**config.mk**
```make
export PLATFORM = sky130hd
export DESIGN_NAME = natural_log_fixed_point_unit
export DESIGN_NICKNAME = d
export VERILOG_FILES = /design/src/rtl/core/nlog_pkg.sv /design/src/rtl/core/nlog_mul.sv /design/src/rtl/core/nlog_div.sv /design/src/rtl/core/natural_log_fixed_point_unit.sv
export SDC_FILE = /design/constraint.sdc
export NUM_CORES = 2
export LEC_CHECK = 0
export ABC_AREA = 1
export BUFFER_PORTS_ARGS = -buffer_cell sky130_fd_sc_hd__buf_2
export CORE_MARGIN = 10
export CORE_UTILIZATION = 50
export DETAILED_ROUTE_END_ITERATION = 7
export GPL_ROUTABILITY_DRIVEN = 0
export GPL_TIMING_DRIVEN = 0
export PLACE_DENSITY = 0.7
export SYNTH_ARGS = -nofsm -noshare
export SYNTH_HDL_FRONTEND = slang
export SYNTH_HIERARCHICAL = 1
export SYNTH_SLANG_ARGS = --single-unit
```
**constraint.sdc**
```tcl
create_clock -name clk -period 9.42 [get_ports clk]
set_clock_uncertainty 0.15 [all_clocks]
set_input_delay 1.884 -clock clk [delete_from_list [all_inputs] [get_ports clk]]
set_output_delay 1.884 -clock clk [all_outputs]
set_load 0.005 [all_outputs]
```
**src/rtl/core/nlog_pkg.sv**
```systemverilog
// Shared types, widths and constants for the fixed-point natural log unit.
// Used by nlog_mul, nlog_div and natural_log_fixed_point_unit; no dependencies.
package nlog_pkg;

	localparam int FRAC_BITS_DEF = 16;
	localparam int MAX_TERMS_DEF = 19;

	localparam int VAL_W  = 32;
	localparam int RES_W  = 21;
	localparam int STAT_W = 2;
	localparam int LIM_W  = 5;
	localparam int MAN_W  = 30;
	localparam int MUL_W  = 31;
	localparam int PROD_W = 2 * MUL_W;
	localparam int ACC_W  = 40;

	localparam logic [LIM_W-1:0] TERM_LIMIT_RST = 5'd19;

	localparam logic signed [ACC_W-1:0] LN2_Q30 = 40'sd744261118;

	localparam logic [STAT_W-1:0] STAT_OK      = 2'd0;
	localparam logic [STAT_W-1:0] STAT_NAN     = 2'd1;
	localparam logic [STAT_W-1:0] STAT_NEG_INF = 2'd2;

	// floor(2^32 / (2n+1)) for series step n
	function automatic logic [MUL_W-1:0] rcp_of(input logic [LIM_W-1:0] n);
		logic [MUL_W-1:0] r;
		case (n)
			5'd1:    r = 31'd1431655765;
			5'd2:    r = 31'd858993459;
			5'd3:    r = 31'd613566756;
			5'd4:    r = 31'd477218588;
			5'd5:    r = 31'd390451572;
			5'd6:    r = 31'd330382099;
			5'd7:    r = 31'd286331153;
			5'd8:    r = 31'd252645135;
			5'd9:    r = 31'd226050910;
			5'd10:   r = 31'd204522252;
			5'd11:   r = 31'd186737708;
			5'd12:   r = 31'd171798691;
			5'd13:   r = 31'd159072862;
			5'd14:   r = 31'd148102320;
			5'd15:   r = 31'd138547332;
			5'd16:   r = 31'd130150524;
			5'd17:   r = 31'd122713351;
			5'd18:   r = 31'd116080197;
			5'd19:   r = 31'd110127366;
			default: r = '0;
		endcase
		return r;
	endfunction

endpackage

```
**src/rtl/core/nlog_mul.sv**
```systemverilog
// Shared unsigned 31x31 multiplier with registered product.
// Depends on nlog_pkg.
module nlog_mul import nlog_pkg::*; (
	input  logic              clk,
	input  logic [MUL_W-1:0]  op_a,
	input  logic [MUL_W-1:0]  op_b,
	output logic [PROD_W-1:0] prod
);

	logic [PROD_W-1:0] prod_q;

	always_ff @(posedge clk) begin
		prod_q <= PROD_W'(op_a) * PROD_W'(op_b);
	end

	assign prod = prod_q;

endmodule

```
**src/rtl/core/nlog_div.sv**
```systemverilog
// Radix-4 restoring divider: {num_hi, num_lo} / den, 30 quotient bits.
// Depends on nlog_pkg.
module nlog_div import nlog_pkg::*; (
	input  logic             clk,
	input  logic             arst_n,
	input  logic             start,
	input  logic [MAN_W-1:0] num_hi,
	input  logic [MAN_W-1:0] num_lo,
	input  logic [MUL_W-1:0] den,
	output logic             done,
	output logic [MAN_W-1:0] quo
);

	localparam int CNT_W = 4;
	localparam logic [CNT_W-1:0] LAST_STEP = 4'd14;

	logic [MUL_W-1:0] rem_q;
	logic [MUL_W-1:0] den_q;
	logic [MAN_W-1:0] lo_q;
	logic [MAN_W-1:0] quo_q;
	logic [CNT_W-1:0] cnt_q;
	logic             busy_q;
	logic             done_q;

	logic [MUL_W:0]   s1, s2;
	logic [MUL_W-1:0] r1, r2;
	logic             qb1, qb2;

	always_comb begin
		s1  = {rem_q, lo_q[MAN_W-1]};
		qb1 = (s1 >= {1'b0, den_q});
		r1  = qb1 ? MUL_W'(s1 - {1'b0, den_q}) : MUL_W'(s1);
		s2  = {r1, lo_q[MAN_W-2]};
		qb2 = (s2 >= {1'b0, den_q});
		r2  = qb2 ? MUL_W'(s2 - {1'b0, den_q}) : MUL_W'(s2);
	end

	always_ff @(posedge clk or negedge arst_n) begin
		if (!arst_n) begin
			busy_q <= 1'b0;
			done_q <= 1'b0;
			cnt_q  <= '0;
		end else begin
			done_q <= 1'b0;
			if (start) begin
				busy_q <= 1'b1;
				cnt_q  <= LAST_STEP;
			end else if (busy_q) begin
				if (cnt_q == '0) begin
					busy_q <= 1'b0;
					done_q <= 1'b1;
				end else begin
					cnt_q <= cnt_q - 4'd1;
				end
			end
		end
	end

	always_ff @(posedge clk) begin
		if (start) begin
			rem_q <= {1'b0, num_hi};
			lo_q  <= num_lo;
			den_q <= den;
			quo_q <= '0;
		end else if (busy_q) begin
			rem_q <= r2;
			lo_q  <= {lo_q[MAN_W-3:0], 2'b00};
			quo_q <= {quo_q[MAN_W-3:0], qb1, qb2};
		end
	end

	assign done = done_q;
	assign quo  = quo_q;

endmodule

```
**src/rtl/core/natural_log_fixed_point_unit.sv**
```systemverilog
// Fixed-point natural log unit, top level over nlog_mul, nlog_div and nlog_pkg.
// Negative, zero or one inputs go straight to ST_FIN; others normalize, divide, then
// run the series, each term through ST_TMUL, ST_TRND, ST_TDIV and ST_TCOR.
// One item at a time; in_ready is high only when idle, so the next item can be
// accepted in the cycle after the result is posted, later while an earlier result
// waits on out_ready. arst_n clears control, term_limit -> 19.
module natural_log_fixed_point_unit import nlog_pkg::*; #(
	parameter int FRAC_BITS = FRAC_BITS_DEF,
	parameter int MAX_TERMS = MAX_TERMS_DEF
) (
	input  logic                     clk,
	input  logic                     arst_n,
	input  logic                     cfg_we,
	input  logic [LIM_W-1:0]         cfg_data,
	input  logic                     in_valid,
	output logic                     in_ready,
	input  logic signed [VAL_W-1:0]  value,
	output logic                     out_valid,
	input  logic                     out_ready,
	output logic signed [RES_W-1:0]  log_result,
	output logic [STAT_W-1:0]        status
);

	localparam int SH = 30 - FRAC_BITS;
	localparam logic signed [ACC_W-1:0] HALF = ACC_W'((64'd1 << SH) >> 1);
	localparam logic [VAL_W-1:0] ONE_IN = VAL_W'(64'd1 << FRAC_BITS);
	localparam logic signed [6:0] FRAC_S = 7'(FRAC_BITS);
	localparam logic [LIM_W-1:0] MAX_LIM = LIM_W'(MAX_TERMS);
	localparam logic signed [ACC_W-1:0] OUT_MAX = 40'sd1048575;
	localparam logic signed [ACC_W-1:0] OUT_MIN = -40'sd1048576;

	typedef enum logic [10:0] {
		ST_IDLE = 11'b00000000001,
		ST_NORM = 11'b00000000010,
		ST_PREP = 11'b00000000100,
		ST_DIV  = 11'b00000001000,
		ST_SQR  = 11'b00000010000,
		ST_SQW  = 11'b00000100000,
		ST_TMUL = 11'b00001000000,
		ST_TRND = 11'b00010000000,
		ST_TDIV = 11'b00100000000,
		ST_TCOR = 11'b01000000000,
		ST_FIN  = 11'b10000000000
	} state_t;

	state_t state_q;

	logic [LIM_W-1:0]         term_limit_q;
	logic [30:0]              x_q;
	logic [4:0]               p_q;
	logic [MAN_W-1:0]         zmag_q, z2_q, term_q;
	logic [MUL_W-1:0]         sum_q;
	logic [LIM_W-1:0]         n_q;
	logic signed [ACC_W-1:0]  klog_q;
	logic [STAT_W-1:0]        stat_q;
	logic                     out_valid_q;
	logic signed [RES_W-1:0]  log_result_q;
	logic [STAT_W-1:0]        status_q;

	logic [LIM_W-1:0]         lim;
	logic [MUL_W-1:0]         mul_a, mul_b;
	logic [PROD_W-1:0]        prod;
	logic [PROD_W-1:0]        prod_rnd;
	logic [MAN_W-1:0]         rnd30;
	logic                     div_start, div_done;
	logic [MAN_W-1:0]         div_quo;
	logic [MAN_W-1:0]         mant;
	logic [MUL_W-1:0]         amag_w, den_w;
	logic signed [6:0]        k_s;
	logic [MUL_W-1:0]         y;
	logic [7:0]               d8;
	logic [MAN_W-1:0]         q0;
	logic [15:0]              qd;
	logic [7:0]               r8;
	logic [MAN_W-1:0]         add;
	logic signed [ACC_W-1:0]  r_full, r_sh;
	logic signed [RES_W-1:0]  res_sat;
	logic                     in_acc;

	assign lim    = (term_limit_q > MAX_LIM) ? MAX_LIM : term_limit_q;
	assign in_acc = in_valid && in_ready;

	always_comb begin
		mant   = x_q[30:1];
		amag_w = (MUL_W'(1) << 30) - {1'b0, mant};
		den_w  = {1'b1, mant};
		k_s    = $signed({2'b00, p_q}) + 7'sd1 - FRAC_S;

		prod_rnd = prod + (PROD_W'(1) << 29);
		rnd30    = prod_rnd[59:30];

		y   = {1'b0, term_q} + MUL_W'(n_q);
		d8  = {2'b00, n_q, 1'b1};
		q0  = prod[61:32];
		qd  = 16'(q0[7:0]) * 16'(d8);
		r8  = y[7:0] - qd[7:0];
		add = q0 + MAN_W'(r8 >= d8);

		r_full = klog_q - ($signed(ACC_W'(sum_q)) <<< 1);
		r_sh   = (r_full + HALF) >>> SH;
		if (r_sh > OUT_MAX) begin
			res_sat = RES_W'(OUT_MAX);
		end else if (r_sh < OUT_MIN) begin
			res_sat = RES_W'(OUT_MIN);
		end else begin
			res_sat = RES_W'(r_sh);
		end
	end

	always_comb begin
		case (state_q)
			ST_SQR: begin
				mul_a = {1'b0, zmag_q};
				mul_b = {1'b0, zmag_q};
			end
			ST_TMUL: begin
				mul_a = {1'b0, term_q};
				mul_b = {1'b0, z2_q};
			end
			ST_TDIV: begin
				mul_a = y;
				mul_b = rcp_of(n_q);
			end
			default: begin
				mul_a = '0;
				mul_b = '0;
			end
		endcase
	end

	assign div_start = (state_q == ST_PREP);

	nlog_mul u_mul (
		.clk  (clk),
		.op_a (mul_a),
		.op_b (mul_b),
		.prod (prod)
	);

	nlog_div u_div (
		.clk    (clk),
		.arst_n (arst_n),
		.start  (div_start),
		.num_hi (amag_w[MAN_W-1:0]),
		.num_lo (den_w[MUL_W-1:1]),
		.den    (den_w),
		.done   (div_done),
		.quo    (div_quo)
	);

	always_ff @(posedge clk or negedge arst_n) begin
		if (!arst_n) begin
			term_limit_q <= TERM_LIMIT_RST;
		end else if (cfg_we) begin
			term_limit_q <= cfg_data;
		end
	end

	always_ff @(posedge clk or negedge arst_n) begin
		if (!arst_n) begin
			state_q     <= ST_IDLE;
			out_valid_q <= 1'b0;
		end else begin
			if (out_valid_q && out_ready && state_q != ST_FIN) begin
				out_valid_q <= 1'b0;
			end
			case (state_q)
				ST_IDLE: begin
					if (in_acc) begin
						if (value[VAL_W-1] || value == '0 || value == ONE_IN) begin
							state_q <= ST_FIN;
						end else begin
							state_q <= ST_NORM;
						end
					end
				end
				ST_NORM: begin
					if (x_q[30]) begin
						state_q <= ST_PREP;
					end
				end
				ST_PREP: state_q <= ST_DIV;
				ST_DIV: begin
					if (div_done) begin
						state_q <= ST_SQR;
					end
				end
				ST_SQR: state_q <= ST_SQW;
				ST_SQW: state_q <= (lim == '0) ? ST_FIN : ST_TMUL;
				ST_TMUL: state_q <= ST_TRND;
				ST_TRND: state_q <= ST_TDIV;
				ST_TDIV: state_q <= ST_TCOR;
				ST_TCOR: begin
					if (add == '0 || n_q == lim) begin
						state_q <= ST_FIN;
					end else begin
						state_q <= ST_TMUL;
					end
				end
				ST_FIN: begin
					if (!out_valid_q || out_ready) begin
						out_valid_q <= 1'b1;
						state_q     <= ST_IDLE;
					end
				end
				default: state_q <= ST_IDLE;
			endcase
		end
	end

	always_ff @(posedge clk) begin
		case (state_q)
			ST_IDLE: begin
				if (in_acc) begin
					x_q    <= value[30:0];
					p_q    <= 5'd30;
					klog_q <= '0;
					sum_q  <= '0;
					if (value[VAL_W-1]) begin
						stat_q <= STAT_NAN;
					end else if (value == '0) begin
						stat_q <= STAT_NEG_INF;
					end else begin
						stat_q <= STAT_OK;
					end
				end
			end
			ST_NORM: begin
				if (!x_q[30]) begin
					if (x_q[30:23] == '0) begin
						x_q <= {x_q[22:0], 8'h00};
						p_q <= p_q - 5'd8;
					end else begin
						x_q <= {x_q[29:0], 1'b0};
						p_q <= p_q - 5'd1;
					end
				end
			end
			ST_PREP: klog_q <= LN2_Q30 * ACC_W'(k_s);
			ST_DIV: begin
				if (div_done) begin
					zmag_q <= div_quo;
					term_q <= div_quo;
					sum_q  <= {1'b0, div_quo};
				end
			end
			ST_SQW: begin
				z2_q <= rnd30;
				n_q  <= 5'd1;
			end
			ST_TRND: term_q <= rnd30;
			ST_TCOR: begin
				if (add != '0) begin
					sum_q <= sum_q + {1'b0, add};
					n_q   <= n_q + 5'd1;
				end
			end
			ST_FIN: begin
				if (!out_valid_q || out_ready) begin
					log_result_q <= res_sat;
					status_q     <= stat_q;
				end
			end
			default: ;
		endcase
	end

	assign in_ready   = (state_q == ST_IDLE);
	assign out_valid  = out_valid_q;
	assign log_result = log_result_q;
	assign status     = status_q;

endmodule
```
==> key figures <==
Run status
  – Outcome: finished with violations
  – Failing checks: design-rule violations

CTS
  – Root Buffer: clkbuf_16
  – CTS Buf Count: 47
  – H-Tree Depth: 2
  – CTS sink count: 433
  – Cts hold-fix bufs: 0
  – Longest Clk Path Bufs: 3
  – Clock-pin transition on the worst setup and hold timing paths: 0.06 ns
  – CTS tree: yes
  – Worst skew pair latency: 0.62 ns

Final layout
  – Final #Nets: 10800
  – Multi-input gate area: 0.0468 mm^2
  – Register area: 0.0119 mm^2
  – Fill count: 12400
  – Final std cells w/o fill: 11100
  – Layout cells sized above 1: 7.91%
  – Final Instance Area: 0.0737 mm^2
  – Layout Area Growth over Synthesis: 8.87%
  – Diode count: 0

Global routing
  – Total GRT Usage: 29.9%
  – Total grt overflow: 0
  – Vias in the first global route: 61600
  – Global-route wire length before repair: 351 mm
  – Largest net degree at the start of global routing: 61
  – Initial antenna violation count: 4

Power and ir drop
  – Seq pwr share: 20.8%
  – Share of total power in the clock network: 11.8%
  – Sw frac: 51.9%
  – Internal power: 7.41 mW
  – P per Cell Area: 209 mW/mm^2
  – VDD IR-drop max: 525 uV
  – Leakage: 41.8 nW
  – Total power: 15.4 mW
  – Combinational power share: 67.4%
  – Net Sw Power: 7.99 mW

Route
  – DRT Pass-1 Iters: 8
  – Vias: 60800
  – Vias per inst: 5.48
  – Final Routed Wirelength: 229 mm
  – Drt drc: 2
  – Drt wl/cell: 20.6 um
  – Post-route ant nets: 0
  – Starting DRT DRC Count: 6546

Synth
  – Synth Instances: 9088
  – Post-Syn Area: 0.0677 mm^2
  – Post-Syn Area per Cell: 7.45 um^2
  – Warnings, synthesis: 6

Timing
  – Min Tclk post-route: 9.29 ns
  – Relative slew slack: 15.6%
  – # setup viols final: 0
  – Final Max Slew Viols: 0
  – RSZ-0062 raised after global routing: yes
  – Final number of hold-violating endpoints: 0
  – Worst Tran Pin Value: 1.26 ns
  – Final Cycle Share: 98.6%
  – WHS: 0.278 ns
  – Fmax: 108 MHz

Worst setup path
  – Max incr delay on CP: 0.64 ns
  – Worst Setup Start Kind: register
  – CP max FO: 8
  – Critical setup path kind: reg -> reg
  – Delay-heaviest family, CP: adder cells
  – CP Data Arrival Time: 9.69 ns
  – R2r setup slk: 0.13 ns
  – Worst Path Buf+Inv: 5
  – CP Data Required Time: 9.81 ns
  – Worst path most repeated cell: fa_1
  – CP max stage cell: fa_1
  – CP endpoint kind: register

Die
  – Die width: 388 um
  – Die area: 0.150 mm^2
  – Core box area: 0.134 mm^2
  – Die H: 388 um
  – Initial core utilization: 50.5%
  – Cell Rows: 134
  – I/O pin cnt: 67

Flow run
  – Max cap viols: 0

Place
  – Dpl cells: 10900
  – PortBufs: 65
  – Placed Area: 0.0704 mm^2
  – DP HPWL: 192 mm

Worst hold path
  – Hold Path Class: reg -> reg
metrics by stage:
stage	TNS (ns)	setup WS, ns	util [%]
after floorplan	0	0.724	-
after global placement	-44.81	-1.55	52.4
after detailed placement	-45.28	-1.55	52.5
after CTS	0	0.000477	54.3
after global routing	-0.354	-0.0930	55.0
final	0	0.129	55.0
worst paths after layout:
check                                    endpoint  cells past startpoint                    start
setup reg to reg           u_mul/prod[47]$_DFF_P_                     35         n_q[0]$_DFFE_PP_
hold reg to reg               status[0]$_DFFE_PP_                      0  stat_q[0]$_SDFFCE_PP1P_
hold / removal                status[0]$_DFFE_PP_                      0  stat_q[0]$_SDFFCE_PP1P_
min in group asynchronous     out_valid$_DFF_PN0_                      1                   arst_n
setup / recovery           u_mul/prod[47]$_DFF_P_                     35         n_q[0]$_DFFE_PP_
max in group asynchronous  state_q[7]$_DFFE_PN0P_                      1                   arst_n
registers in the layout (all words and copies together) (netlist names), 31 cells and up, named ones only:
name / count
u_div/rem_q: 31
x_q: 31
sum_q: 31
u_mul/prod: 33
klog_q: 37
u_div/den_q: 31
area by class of cell:
class	count	area share, %
Tap cell	1768	3.00
Buffer	276	2.23
Sequential cell	433	16.2
Clock buffer	70	1.84
Timing Repair Buffer	158	1.52
Clock inverter	18	0.204
Inverter	2261	11.5
Multi-Input combinational cell	6115	63.5
placed cells by master, fill, tap and decap left out, types with 79 or more instances in the layout:
cell / count
a21oi_1: 287
buf_2: 90
buf_4: 102
clkbuf_1: 94
clkbuf_2: 100
dfxtp_1: 95
edfxtp_1: 315
fa_1: 884
ha_1: 540
inv_1: 2218
nand2_1: 2708
nand3_1: 276
nor2_1: 395
o21ai_0: 204
xnor2_1: 79
xor2_1: 91
power by group through the flow:
stage	sequential, mW	clock, mW	combinational, mW
after CTS	3.19	1.84	10.2
final	3.20	1.82	10.4
after global routing	3.25	1.92	11.7
after detailed placement	3.22	0	10.1
after global placement	3.26	0	9.86
after floorplan	3.08	0	7.64
repair_timing:
item | in CTS | in global routing
endpoints found under the setup margin | 33 | 33
pin swaps | 16 | 41
cloned | 0 | 1
resized for setup | 191 | 332
setup buffers | 39 | 45
worst register-to-register path: cells and delay by family, from the launching register on:
kind | cells | cell delay [ns]
buffers and inverters | 5 | 0.45
flip-flops | 1 | 0.44
AO/OA/AOI/OAI | 4 | 0.69
AND/OR/NAND/NOR | 15 | 2.52
adder cells (fa/ha/maj) | 11 | 4.99
routing by layer:
metal / global-route usage [%] / wire (um) / vias to the layer above
met3: 6.65 / 24300 / 1004
li1: - / - / 27700
met4: 20.3 / 20100 / 6
met1: 35.5 / 82700 / 28600
met5: 0 / 41 / -
met2: 48.3 / 102000 / 3473
Note: power is estimated with default switching activity, not from simulation.
